===== src/hw/rtl/rtp_pkg.sv =====
`timescale 1ns / 1ps
`default_nettype none

package rtp_pkg;

    // NAL unit type codes of interest
    localparam logic [4:0] TYPE_FIRST_OTHER = 5'd24;  // first type that is not a single NAL unit
    localparam logic [4:0] TYPE_FU_A        = 5'd28;

    // Annex B start code: two zero bytes then this one
    localparam logic [7:0] START_ZERO = 8'h00;
    localparam logic [7:0] START_LAST = 8'h01;

    // result beats of the start code plus rebuilt header: 0, 1, 2 prefix, 3 header
    localparam logic [1:0] STEP_FIRST  = 2'd0;
    localparam logic [1:0] STEP_ZERO_B = 2'd1;
    localparam logic [1:0] STEP_ONE    = 2'd2;
    localparam logic [1:0] STEP_HEADER = 2'd3;

    // default depth of the command queue between front and back
    localparam int QUEUE_DEPTH = 4;

    // where we are inside a packet
    typedef enum logic [1:0] {
        POS_HDR   = 2'd0,   // expecting packet header
        POS_FUHDR = 2'd1,   // expecting FU header
        POS_BODY  = 2'd2    // packet body
    } t_pos;

    // what the current packet is
    typedef enum logic [1:0] {
        KIND_DROP   = 2'd0,
        KIND_SINGLE = 2'd1,
        KIND_FU_A   = 2'd2
    } t_kind;

    typedef struct packed {
        logic [7:0] payload_byte;
        logic       first_of_packet;
        logic       last_of_packet;
    } t_in_item;

    typedef struct packed {
        logic [7:0] out_byte;
        logic       has_byte;
        logic       unit_end;
        logic       unit_abort;
        logic       last_of_item;
    } t_out_item;

    // one queued command: either a start code plus a byte, or a single result
    typedef struct packed {
        logic       prefix;      // emit 00 00 01 before the byte
        logic [7:0] data;
        logic       has_byte;
        logic       unit_end;
        logic       unit_abort;  // on the first beat of the command
    } t_cmd;

endpackage

`default_nettype wire


===== src/hw/rtl/rtp_front.sv =====
`timescale 1ns / 1ps
`default_nettype none

module rtp_front
    import rtp_pkg::*;
(
    input  wire logic     i_clk,
    input  wire logic     i_rst_n,
    input  wire t_in_item i_item,
    input  wire logic     i_accept,
    output logic          o_cmd_valid,
    output t_cmd          o_cmd
);

    t_pos       r_pos,      n_pos;
    t_kind      r_kind,     n_kind;
    logic [2:0] r_f_nri,    n_f_nri;
    logic       r_in_frag,  n_in_frag;
    logic       r_frag_end, n_frag_end;

    logic [4:0] nal_type;
    logic       truncated;
    logic       ab;
    logic       fu_s;
    logic       fu_e;
    logic       last;

    // classify the byte and work out the packet state after it
    always_comb begin
        n_pos       = r_pos;
        n_kind      = r_kind;
        n_f_nri     = r_f_nri;
        n_in_frag   = r_in_frag;
        n_frag_end  = r_frag_end;
        o_cmd_valid = 1'b0;
        o_cmd       = '0;

        nal_type  = i_item.payload_byte[4:0];
        truncated = (r_pos != POS_HDR);
        fu_s      = i_item.payload_byte[7];
        fu_e      = i_item.payload_byte[6];
        last      = i_item.last_of_packet;
        ab        = 1'b0;

        if (i_item.first_of_packet) begin
            // packet header; an open unit may be abandoned here
            ab = (r_kind == KIND_SINGLE) && truncated;
            if (r_in_frag && (truncated || nal_type != TYPE_FU_A)) begin
                ab        = 1'b1;
                n_in_frag = 1'b0;
            end
            n_frag_end = 1'b0;
            if (nal_type < TYPE_FIRST_OTHER) begin
                o_cmd_valid      = 1'b1;
                o_cmd.prefix     = 1'b1;
                o_cmd.data       = i_item.payload_byte;
                o_cmd.has_byte   = 1'b1;
                o_cmd.unit_end   = last;
                o_cmd.unit_abort = ab;
                n_kind           = KIND_SINGLE;
                n_pos            = last ? POS_HDR : POS_BODY;
            end else begin
                if (ab) begin
                    o_cmd_valid      = 1'b1;
                    o_cmd.unit_abort = 1'b1;
                end
                if (nal_type == TYPE_FU_A) begin
                    n_f_nri = i_item.payload_byte[7:5];
                    n_kind  = KIND_FU_A;
                    n_pos   = last ? POS_HDR : POS_FUHDR;
                end else begin
                    n_kind = KIND_DROP;
                    n_pos  = last ? POS_HDR : POS_BODY;
                end
            end
        end else if (r_pos == POS_HDR) begin
            // stray byte outside a packet
        end else if (r_kind == KIND_SINGLE) begin
            o_cmd_valid    = 1'b1;
            o_cmd.data     = i_item.payload_byte;
            o_cmd.has_byte = 1'b1;
            o_cmd.unit_end = last;
        end else if (r_kind == KIND_FU_A && r_pos == POS_FUHDR) begin
            // FU header: start, continuation or orphan
            if (fu_s) begin
                n_in_frag        = 1'b1;
                n_frag_end       = fu_e;
                o_cmd_valid      = 1'b1;
                o_cmd.prefix     = 1'b1;
                o_cmd.data       = {r_f_nri, i_item.payload_byte[4:0]};
                o_cmd.has_byte   = 1'b1;
                o_cmd.unit_end   = last && fu_e;
                o_cmd.unit_abort = r_in_frag;
                n_pos            = POS_BODY;
            end else if (r_in_frag) begin
                n_frag_end = fu_e;
                if (last && fu_e) begin
                    o_cmd_valid    = 1'b1;
                    o_cmd.unit_end = 1'b1;
                end
                n_pos = POS_BODY;
            end else begin
                n_kind = KIND_DROP;
                n_pos  = POS_BODY;
            end
            if (last && fu_e) begin
                n_in_frag = 1'b0;
            end
        end else if (r_kind == KIND_FU_A) begin
            o_cmd_valid    = 1'b1;
            o_cmd.data     = i_item.payload_byte;
            o_cmd.has_byte = 1'b1;
            o_cmd.unit_end = last && r_frag_end;
            if (last && r_frag_end) begin
                n_in_frag = 1'b0;
            end
        end

        // end of packet: back to waiting for a header
        if (last) begin
            n_pos      = POS_HDR;
            n_kind     = KIND_DROP;
            n_frag_end = 1'b0;
        end
    end

    // packet state registers
    always_ff @(posedge i_clk) begin
        if (!i_rst_n) begin
            r_pos      <= POS_HDR;
            r_kind     <= KIND_DROP;
            r_f_nri    <= '0;
            r_in_frag  <= 1'b0;
            r_frag_end <= 1'b0;
        end else if (i_accept) begin
            r_pos      <= n_pos;
            r_kind     <= n_kind;
            r_f_nri    <= n_f_nri;
            r_in_frag  <= n_in_frag;
            r_frag_end <= n_frag_end;
        end
    end

endmodule

`default_nettype wire


===== src/hw/rtl/rtp_queue.sv =====
`timescale 1ns / 1ps
`default_nettype none

module rtp_queue
    import rtp_pkg::*;
#(
    parameter int DEPTH = QUEUE_DEPTH
) (
    input  wire logic i_clk,
    input  wire logic i_rst_n,
    input  wire logic i_push,
    input  wire t_cmd i_cmd,
    output logic      o_full,
    input  wire logic i_pop,
    output logic      o_empty,
    output t_cmd      o_head
);

    localparam int PTR_W = (DEPTH > 1) ? $clog2(DEPTH) : 1;
    localparam int CNT_W = $clog2(DEPTH + 1);

    t_cmd             r_slot [DEPTH];
    logic [PTR_W-1:0] r_wr_ptr;
    logic [PTR_W-1:0] r_rd_ptr;
    logic [CNT_W-1:0] r_count;

    logic do_push;
    logic do_pop;

    assign o_full  = (r_count == CNT_W'(DEPTH));
    assign o_empty = (r_count == '0);
    assign o_head  = r_slot[r_rd_ptr];
    assign do_push = i_push && !o_full;
    assign do_pop  = i_pop && !o_empty;

    // storage, no reset needed
    always_ff @(posedge i_clk) begin
        if (do_push) begin
            r_slot[r_wr_ptr] <= i_cmd;
        end
    end

    // pointers and fill count
    always_ff @(posedge i_clk) begin
        if (!i_rst_n) begin
            r_wr_ptr <= '0;
            r_rd_ptr <= '0;
            r_count  <= '0;
        end else begin
            if (do_push) begin
                r_wr_ptr <= (r_wr_ptr == PTR_W'(DEPTH - 1)) ? '0 : r_wr_ptr + 1'b1;
            end
            if (do_pop) begin
                r_rd_ptr <= (r_rd_ptr == PTR_W'(DEPTH - 1)) ? '0 : r_rd_ptr + 1'b1;
            end
            if (do_push && !do_pop) begin
                r_count <= r_count + 1'b1;
            end else if (do_pop && !do_push) begin
                r_count <= r_count - 1'b1;
            end
        end
    end

endmodule

`default_nettype wire


===== src/hw/rtl/rtp_back.sv =====
`timescale 1ns / 1ps
`default_nettype none

module rtp_back
    import rtp_pkg::*;
(
    input  wire logic i_clk,
    input  wire logic i_rst_n,
    input  wire t_cmd i_cmd,
    input  wire logic i_cmd_valid,
    output logic      o_cmd_pop,
    input  wire logic i_pop,
    output logic      o_empty,
    output t_out_item o_item
);

    logic [1:0] r_step;
    logic       r_valid;
    t_out_item  r_item;

    t_out_item  beat;
    logic       load;
    logic       is_final;

    assign load      = i_cmd_valid && (!r_valid || i_pop);
    assign is_final  = !i_cmd.prefix || (r_step == STEP_HEADER);
    assign o_cmd_pop = load && is_final;
    assign o_empty   = !r_valid;
    assign o_item    = r_item;

    // expand the head command into the beat for this step
    always_comb begin
        beat = '0;
        if (i_cmd.prefix && r_step != STEP_HEADER) begin
            beat.out_byte   = (r_step == STEP_ONE) ? START_LAST : START_ZERO;
            beat.has_byte   = 1'b1;
            beat.unit_abort = (r_step == STEP_FIRST) ? i_cmd.unit_abort : 1'b0;
        end else begin
            beat.out_byte     = i_cmd.data;
            beat.has_byte     = i_cmd.has_byte;
            beat.unit_end     = i_cmd.unit_end;
            beat.unit_abort   = i_cmd.prefix ? 1'b0 : i_cmd.unit_abort;
            beat.last_of_item = 1'b1;
        end
    end

    // output register payload
    always_ff @(posedge i_clk) begin
        if (load) begin
            r_item <= beat;
        end
    end

    // output valid and step counter
    always_ff @(posedge i_clk) begin
        if (!i_rst_n) begin
            r_valid <= 1'b0;
            r_step  <= STEP_FIRST;
        end else begin
            if (load) begin
                r_valid <= 1'b1;
                r_step  <= is_final ? STEP_FIRST : r_step + 1'b1;
            end else if (i_pop) begin
                r_valid <= 1'b0;
            end
        end
    end

endmodule

`default_nettype wire


===== src/hw/rtl/rtp_h264_depacketizer.sv =====
`timescale 1ns / 1ps
`default_nettype none

// RTP H.264 depacketizer (single NAL unit and FU-A packets) giving an Annex B
// byte stream. Payload bytes are pushed one per beat with packet first/last
// marks; results are popped one per beat. A byte that opens a unit yields four
// result beats (00 00 01 and the header), any other byte at most one, so the
// block sustains one input byte per cycle on body bytes while the queue is not
// full; the output stage emits one result beat a cycle while results are popped.
// A command queue of DEPTH entries between the classifier and the output stage
// absorbs the bursts of unit-opening bytes; full rises only once it fills. The
// first result beat of a byte passes through the queue slot and the output
// register before it shows on the result ports. Bytes that give no result
// (stray or dropped bytes) are accepted one per cycle unless the queue is full.
module rtp_h264_depacketizer
    import rtp_pkg::*;
#(
    parameter int DEPTH = QUEUE_DEPTH
) (
    input  wire logic     i_clk,
    input  wire logic     i_rst_n,
    input  wire logic     push,
    output logic          full,
    input  wire t_in_item i_data,
    output logic          empty,
    input  wire logic     pop,
    output t_out_item     o_data
);

    logic accept;
    logic cmd_valid;
    t_cmd cmd;
    logic q_full;
    logic q_empty;
    t_cmd q_head;
    logic q_pop;

    assign full   = q_full;
    assign accept = push && !q_full;

    rtp_front u_front (
        .i_clk       (i_clk),
        .i_rst_n     (i_rst_n),
        .i_item      (i_data),
        .i_accept    (accept),
        .o_cmd_valid (cmd_valid),
        .o_cmd       (cmd)
    );

    rtp_queue #(
        .DEPTH (DEPTH)
    ) u_queue (
        .i_clk   (i_clk),
        .i_rst_n (i_rst_n),
        .i_push  (accept && cmd_valid),
        .i_cmd   (cmd),
        .o_full  (q_full),
        .i_pop   (q_pop),
        .o_empty (q_empty),
        .o_head  (q_head)
    );

    rtp_back u_back (
        .i_clk       (i_clk),
        .i_rst_n     (i_rst_n),
        .i_cmd       (q_head),
        .i_cmd_valid (!q_empty),
        .o_cmd_pop   (q_pop),
        .i_pop       (pop),
        .o_empty     (empty),
        .o_item      (o_data)
    );

endmodule

`default_nettype wire


===== config.mk =====
export PLATFORM = sky130hd
export DESIGN_NAME = rtp_h264_depacketizer
export DESIGN_NICKNAME = d
export VERILOG_FILES = /design/src/hw/rtl/rtp_pkg.sv /design/src/hw/rtl/rtp_front.sv /design/src/hw/rtl/rtp_queue.sv /design/src/hw/rtl/rtp_back.sv /design/src/hw/rtl/rtp_h264_depacketizer.sv
export SDC_FILE = /design/constraint.sdc
export NUM_CORES = 1
export LEC_CHECK = 0
export ABC_AREA = 1
export BUFFER_PORTS_ARGS = -buffer_cell sky130_fd_sc_hd__clkbuf_2
export CORE_ASPECT_RATIO = 1.5
export CORE_MARGIN = 2
export CORE_UTILIZATION = 43
export CTS_BUF_LIST = sky130_fd_sc_hd__clkbuf_4 sky130_fd_sc_hd__clkbuf_8 sky130_fd_sc_hd__clkbuf_16
export DETAILED_ROUTE_END_ITERATION = 8
export PLACE_DENSITY_LB_ADDON = 0.08
export SETUP_SLACK_MARGIN = 0.3
export SYNTH_ARGS = -nofsm -noshare
export SYNTH_HDL_FRONTEND = slang
export SYNTH_HIERARCHICAL = 1
export SYNTH_SLANG_ARGS = --single-unit

===== constraint.sdc =====
create_clock -name i_clk -period 2.55 [get_ports i_clk]
set_input_delay 0.51 -clock i_clk [delete_from_list [all_inputs] [get_ports i_clk]]
set_output_delay 0.51 -clock i_clk [all_outputs]
set_load 0.005 [all_outputs]

# Word-level counts from Yosys, hierarchy flattened
# Memory sizes are Yosys's and may differ from the RTL's. A register that Yosys moved wholly into a read port is not among the register bits.
# Index checks and enable logic that the tools add are counted.
# word_totals
ram_bits,48
n_memories,1
reg_bits,31
# classes
n_reduce_logical,38
mux,75
n_lt_le_gt_ge,1
eq_ne,19
addsub,5
n_bitwise,1
# memory_table
name,depth,width,rd,rd_clocked_by_memory_dff,wr,line_no,text
u_queue.r_slot,4,12,1,1,1,rtp_queue.sv:22,t_cmd r_slot [DEPTH];
# op_table
operator,n
2-to-1 mux 1 bit,44
2-to-1 mux 2 bit,21
2-to-1 mux 10 bit,4
2-to-1 mux 12 bit,2
logical AND 1 bit,14
inequality test 3 bit (second input constant),4
2-to-1 mux 11 bit,1
== test 2 bit (second input constant),5
2-to-1 mux 9 bit,1
nonzero test 3 bit,3
AND reduction 4 bit,2
AND reduction 7 bit,1
adder 2 x 1 -> 2 bit (second input constant),3
zero test 1 bit,6
2-to-1 mux 3 bit,2
inequality test 2 bit (second input constant),3
AND reduction 6 bit,1
nonzero test 2 bit,3
== test 5 bit (second input constant),1
< comparator 5 bit (second input constant),1
inequality test 5 bit (second input constant),1
AND reduction 5 bit,1
== test 2 x 1 -> 1 bit (second input constant),2
zero test 2 bit,2
other kinds (9),11

# Longest topological paths before layout
# logic_depth
depth_word,14
ltp_mapped,22

# Cells and area by module
# Netlist, hierarchy kept.
# by_module_without_submodules
module,area_each_um2,instances,cells_per_inst,seq_area_each_um2
rtp_queue,2282.2,1,188,1621.6
rtp_front,748.2,1,130,180.2
rtp_back,663.1,1,64,420.4
rtp_h264_depacketizer,27.5,1,6,0.0

# Worst setup path before layout
# No wires, ideal clock.
# synth_path
path_type,input to register
from,in i_data[1] (netlist bit)
to,reg u_queue.r_count[2]
cell_stages,16
arrival_time_ns,2.407
slack_ns,0.033
path_buffers,0
cell_sequence,nor2_1 > nand3_1 > nand3_2 > inv_1 > nor2_2 > nand2_2 > inv_1 > ha_1 > inv_1 > fa_1 > inv_1 > nand2_1 > nand3_1 > nand2_1 > inv_1 > nor2_1
# synth_between
elab_chain_len,6
# synth_rtl
element,line_no,text
from (decl),rtp_h264_depacketizer.sv:24,"input wire t_in_item i_data,"
2-to-1 mux 1 bit (*),rtp_front.sv:45,if (i_item.first_of_packet) begin
named net cmd_valid,rtp_h264_depacketizer.sv:31,logic cmd_valid;
logical AND 1 bit (*),rtp_h264_depacketizer.sv:55,".i_push (accept && cmd_valid),"
logical AND 1 bit (*),rtp_queue.sv:33,assign do_push = i_push && !o_full;
named net u_queue.do_push,rtp_queue.sv:27,logic do_push;
zero test 1 bit,rtp_queue.sv:58,end else if (do_pop && !do_push) begin
logical AND 1 bit,rtp_queue.sv:58,
nonzero test 2 bit (no line),n/a,
to (signal assigned),rtp_queue.sv:57,r_count <= r_count + 1'b1;
to (signal assigned),rtp_queue.sv:59,r_count <= r_count - 1'b1;
to (decl),rtp_queue.sv:25,logic [CNT_W-1:0] r_count;
# The timed path passes the listed nets; every way through them passes the cells marked *.
# A chain may end at the register's enable or synchronous reset.

# Final worst setup path
# layout_path
from,reg u_front.r_pos[1]
to,reg u_queue.r_count[1]
# layout_between
elab_chain_len,13
# layout_rtl
element,line_no,text
from (decl),rtp_front.sv:15,"t_pos r_pos, n_pos;"
from (signal assigned),rtp_front.sv:136,r_pos <= n_pos;
nonzero test 2 bit,rtp_front.sv:39,truncated = (r_pos != POS_HDR);
logical OR 1 bit,rtp_front.sv:48,if (r_in_frag && (truncated || nal_type != TYPE_FU_A)) begin
logical AND 1 bit,rtp_front.sv:48,
2-to-1 mux 1 bit,rtp_front.sv:48,
2-to-1 mux 1 bit,rtp_front.sv:45,
2-to-1 mux 1 bit,rtp_front.sv:63,if (ab) begin
2-to-1 mux 1 bit,rtp_front.sv:53,if (nal_type < TYPE_FIRST_OTHER) begin
2-to-1 mux 1 bit (*),rtp_front.sv:45,
named net cmd_valid,rtp_h264_depacketizer.sv:31,
logical AND 1 bit (*),rtp_h264_depacketizer.sv:55,
logical AND 1 bit (*),rtp_queue.sv:33,
named net u_queue.do_push,rtp_queue.sv:27,
zero test 1 bit,rtp_queue.sv:58,
logical AND 1 bit,rtp_queue.sv:58,
nonzero test 2 bit (no line),n/a,
# The timed path passes the listed nets; every way through them passes the cells marked *. The select of a mux whose other input is x is not followed.

==> results.md <==
* Grt total ovfl at 0
* H-tree Lvls at 3
* Detailed Place HPWL at 5220 um
* FF-to-FF path depth at 18
* Synth Register Bits at 81
* Routed Antenna Nets at 0
* Pwr Density at 982 nW/um^2
* R2r setup slk at 0.28 ns
* Avg Cell Area, Syn at 9.59 um^2
* Final setup violation count at 0
* Tcrit/Tclk final at between 80% and 90%
* Area grow syn2layout at 23.5%
* Syn_nets at ~410
* Register area share after synthesis at 59.7%
* Vias in the first global route at approximately 2700
* Clk pin slew, worst setup/hold paths at 0.06 ns
* Status: completed
* Maxcap violations at 0
* # clock sinks at 81
* Hold Path Class: reg2reg
* Core box area at 8410 um^2
* I/O pin cnt at 28
* Max VDD drop at 517 uV
* Critical Path RT at 2.78 ns
* Max Clock Skew at 0.00669 ns
* Placer's final routability congestion estimate at 0.837
* CTS root buffer: clkbuf_16
* Die width at 80.0 um
* Hold Path Sink: u_front/r_f_nri[2]
* # placed instances at 528
* CP Max Fanout at 4
* GRT Total Usage at ~18%
* Clk_lat worst skew at 0.33 ns
* Initial Utilization at 44.2%
* Fin. max-slew vios at 0
* Final nets at ~470
* Arrival time worst endpoint at about 2.5 ns
* Layout cells sized above 1 at 25.2%
* Final Hold Vio Count at 0
* Clock Tree Buf Depth at 2
* Hold Crit Depth at 2
* Initial DRC Count at 124
* Syn Inst Count at a little under 400
* Total leakage power at 0.00191 uW
* Final WL at 7420 um
* Final worst hold slack at 0.468 ns
* Port bufs at 27
* RSZ-0062 raised after global routing: yes
* Post-route cell area at 4600 um^2
* Die area at roughly 9400 um^2
* Post-Syn Area at roughly 3700 um^2
* CTS buffer count at 9
* Startpoint Class: flip-flop
* DR WL/cell at 13.2 um
* Yosys warnings at 6
* Worst Tran Pin Value at between 0.5 and 0.6 ns
* Max frequency at 441 MHz
* Post-CTS Hold Buffers at 0
* Drt drc at 0
* Via count at 2739
* First-pass DRT Iterations at 4
* Die Y at 118 um
* CP Capture Type: flip-flop
* Initial antenna violation count at 0
* Max_slew headroom at 65.8%
* # diodes at 0
* Worst r2r src: u_front/r_pos[1]
* Largest net degree at the start of global routing at 21
* Yosys cell types at 29
* Via/cell ratio at between 4 and 5
* Hold Crit Start: u_front/r_f_nri[2]
* First-pass GRT wire length at 12700 um
* CTS tree: yes
* Post-placement cell area at 4130 um^2
* Cell Rows at slightly above 40
* Minimum clock period at between 2 and 2.5 ns
* Kind of critical path: reg2reg
* Reg-to-reg endpoint: u_queue/r_count[1]
* Fin cells at between 500 and 600
* Setup TNS at 0 ns
cell usage after synthesis, drive strengths merged:
cell type,count,share of area (%)
nand4,2,0.34
dfxtp,21,11
nand3,15,2.3
o31ai,1,0.20
or2,1,0.17
a21boi,2,0.40
nand2,58,6.7
fa,1,0.54
nand3b,1,0.20
ha,9,3.0
o22ai,12,2.0
nor3,1,0.13
nor2,76,8.4
edfxtp,60,48
inv,64,6.5
buf,7,1.4
o21ai,40,5.4
a21oi,17,2.6
cells by family after synthesis:
kind of cell	synth area share (%)
AND/OR/NAND/NOR	18.2
flip-flops	59.7
buffers and inverters	7.94
AO/OA/AOI/OAI	10.6
adder cells (fa/ha/maj)	3.56
worst max path at each step:
stage | start | endpoint | slack [ns] | cells past startpoint
2_1_floorplan | u_front/r_kind[0] | u_queue/r_count[1] | 0.29 | 17
3_3_place_gp | i_data[4] | u_queue/r_count[1] | 0.11 | 17
3_5_place_dp | i_data[4] | u_queue/r_count[1] | 0.04 | 17
4_1_cts | u_front/r_kind[0] | u_queue/r_count[2] | 0.27 | 22
5_1_grt | u_front/r_pos[1] | u_queue/r_count[2] | 0.16 | 21
6_report | u_front/r_pos[1] | u_queue/r_count[1] | 0.28 | 18
worst max-delay path, stage by stage, from the launching register on:
cell	delay, ns
dfxtp_2	0.34
inv_2	0.05
nand2_2	0.05
nor2_4	0.14
buf_6	0.12
nor2_4	0.03
nor2_4	0.12
nand2_4	0.07
a21oi_4	0.14
nand3_2	0.08
inv_2	0.07
nor2_4	0.04
nand2_4	0.06
inv_4	0.04
ha_4	0.15
inv_4	0.05
fa_2	0.44
o21ai_2	0.12
nor2_1	0.04
cell usage in the layout, fill, tap and decap left out, types with 3 or more instances in the layout:
| cell | synthesis | routed |
|---|---|---|
| a21oi_1 | 16 | 16 |
| buf_12 | 0 | 4 |
| buf_4 | 2 | 24 |
| clkbuf_16 | 0 | 11 |
| clkbuf_2 | 0 | 27 |
| clkbuf_4 | 0 | 3 |
| dfxtp_1 | 21 | 16 |
| dfxtp_2 | 0 | 4 |
| edfxtp_1 | 60 | 60 |
| ha_1 | 9 | 8 |
| inv_1 | 59 | 54 |
| inv_2 | 4 | 6 |
| inv_4 | 1 | 4 |
| nand2_1 | 50 | 49 |
| nand2_2 | 6 | 5 |
| nand2_4 | 2 | 4 |
| nand3_1 | 13 | 13 |
| nor2_1 | 71 | 64 |
| nor2_2 | 2 | 6 |
| nor2_4 | 3 | 6 |
| o21ai_0 | 24 | 22 |
| o21ai_1 | 16 | 17 |
| o22ai_1 | 12 | 12 |
what timing repair did:
| item | in CTS | in global routing |
|---|---|---|
| setup endpoints to repair | 2 | 54 |
| setup buffers | 13 | 3 |
| pin swaps | 9 | 3 |
| gates resized for setup | 3 | 14 |
layout make-up:
class | instances | area (um^2)
Fill cell | 815 | 3820
Sequential cell | 81 | 2230
Multi-Input combinational cell | 236 | 1270
Timing Repair Buffer | 56 | 407
Clock buffer | 14 | 298
Inverter | 64 | 250
Tap cell | 107 | 134
Clock inverter | 2 | 10.0
through the flow:
| stage | setup slack (ns) | total power [uW] | util [%] |
|---|---|---|---|
| after global routing | 0.157 | 4830 | 54.6 |
| final | 0.283 | 4520 | 54.6 |
| after floorplan | 0.289 | 2800 | - |
| after CTS | 0.268 | 4540 | 54.0 |
| after detailed placement | 0.0449 | 3230 | 49.1 |
| after global placement | 0.112 | 3190 | 49.1 |
where the power goes:
part | internal [uW] | total, uW | switching (uW)
logic | 525 | 1390 | 865
registers | 1730 | 1840 | 110
clock network | 807 | 1290 | 480
flip-flops by register name (all words and copies together), names as in the netlist, named ones only:
name                flops
u_queue/r_rd_ptr        2
u_front/r_f_nri         3
u_front/r_kind          2
u_front/r_pos           2
u_queue/r_slot         48
u_back/o_item          12
u_queue/r_count         3
u_back/r_valid          1
u_front/r_frag_end      1
u_queue/r_wr_ptr        2
u_front/r_in_frag       1
u_back/r_step           2
routing by layer:
layer | wire length, um | global-route usage (%) | vias up
met5 | 0 | 0 | -
met4 | 192 | 8.58 | 0
met3 | 248 | 3.83 | 15
met2 | 3870 | 29.6 | 50
met1 | 3110 | 20.9 | 1272
li1 | - | - | 1402
(Power assumes the default switching activity.)
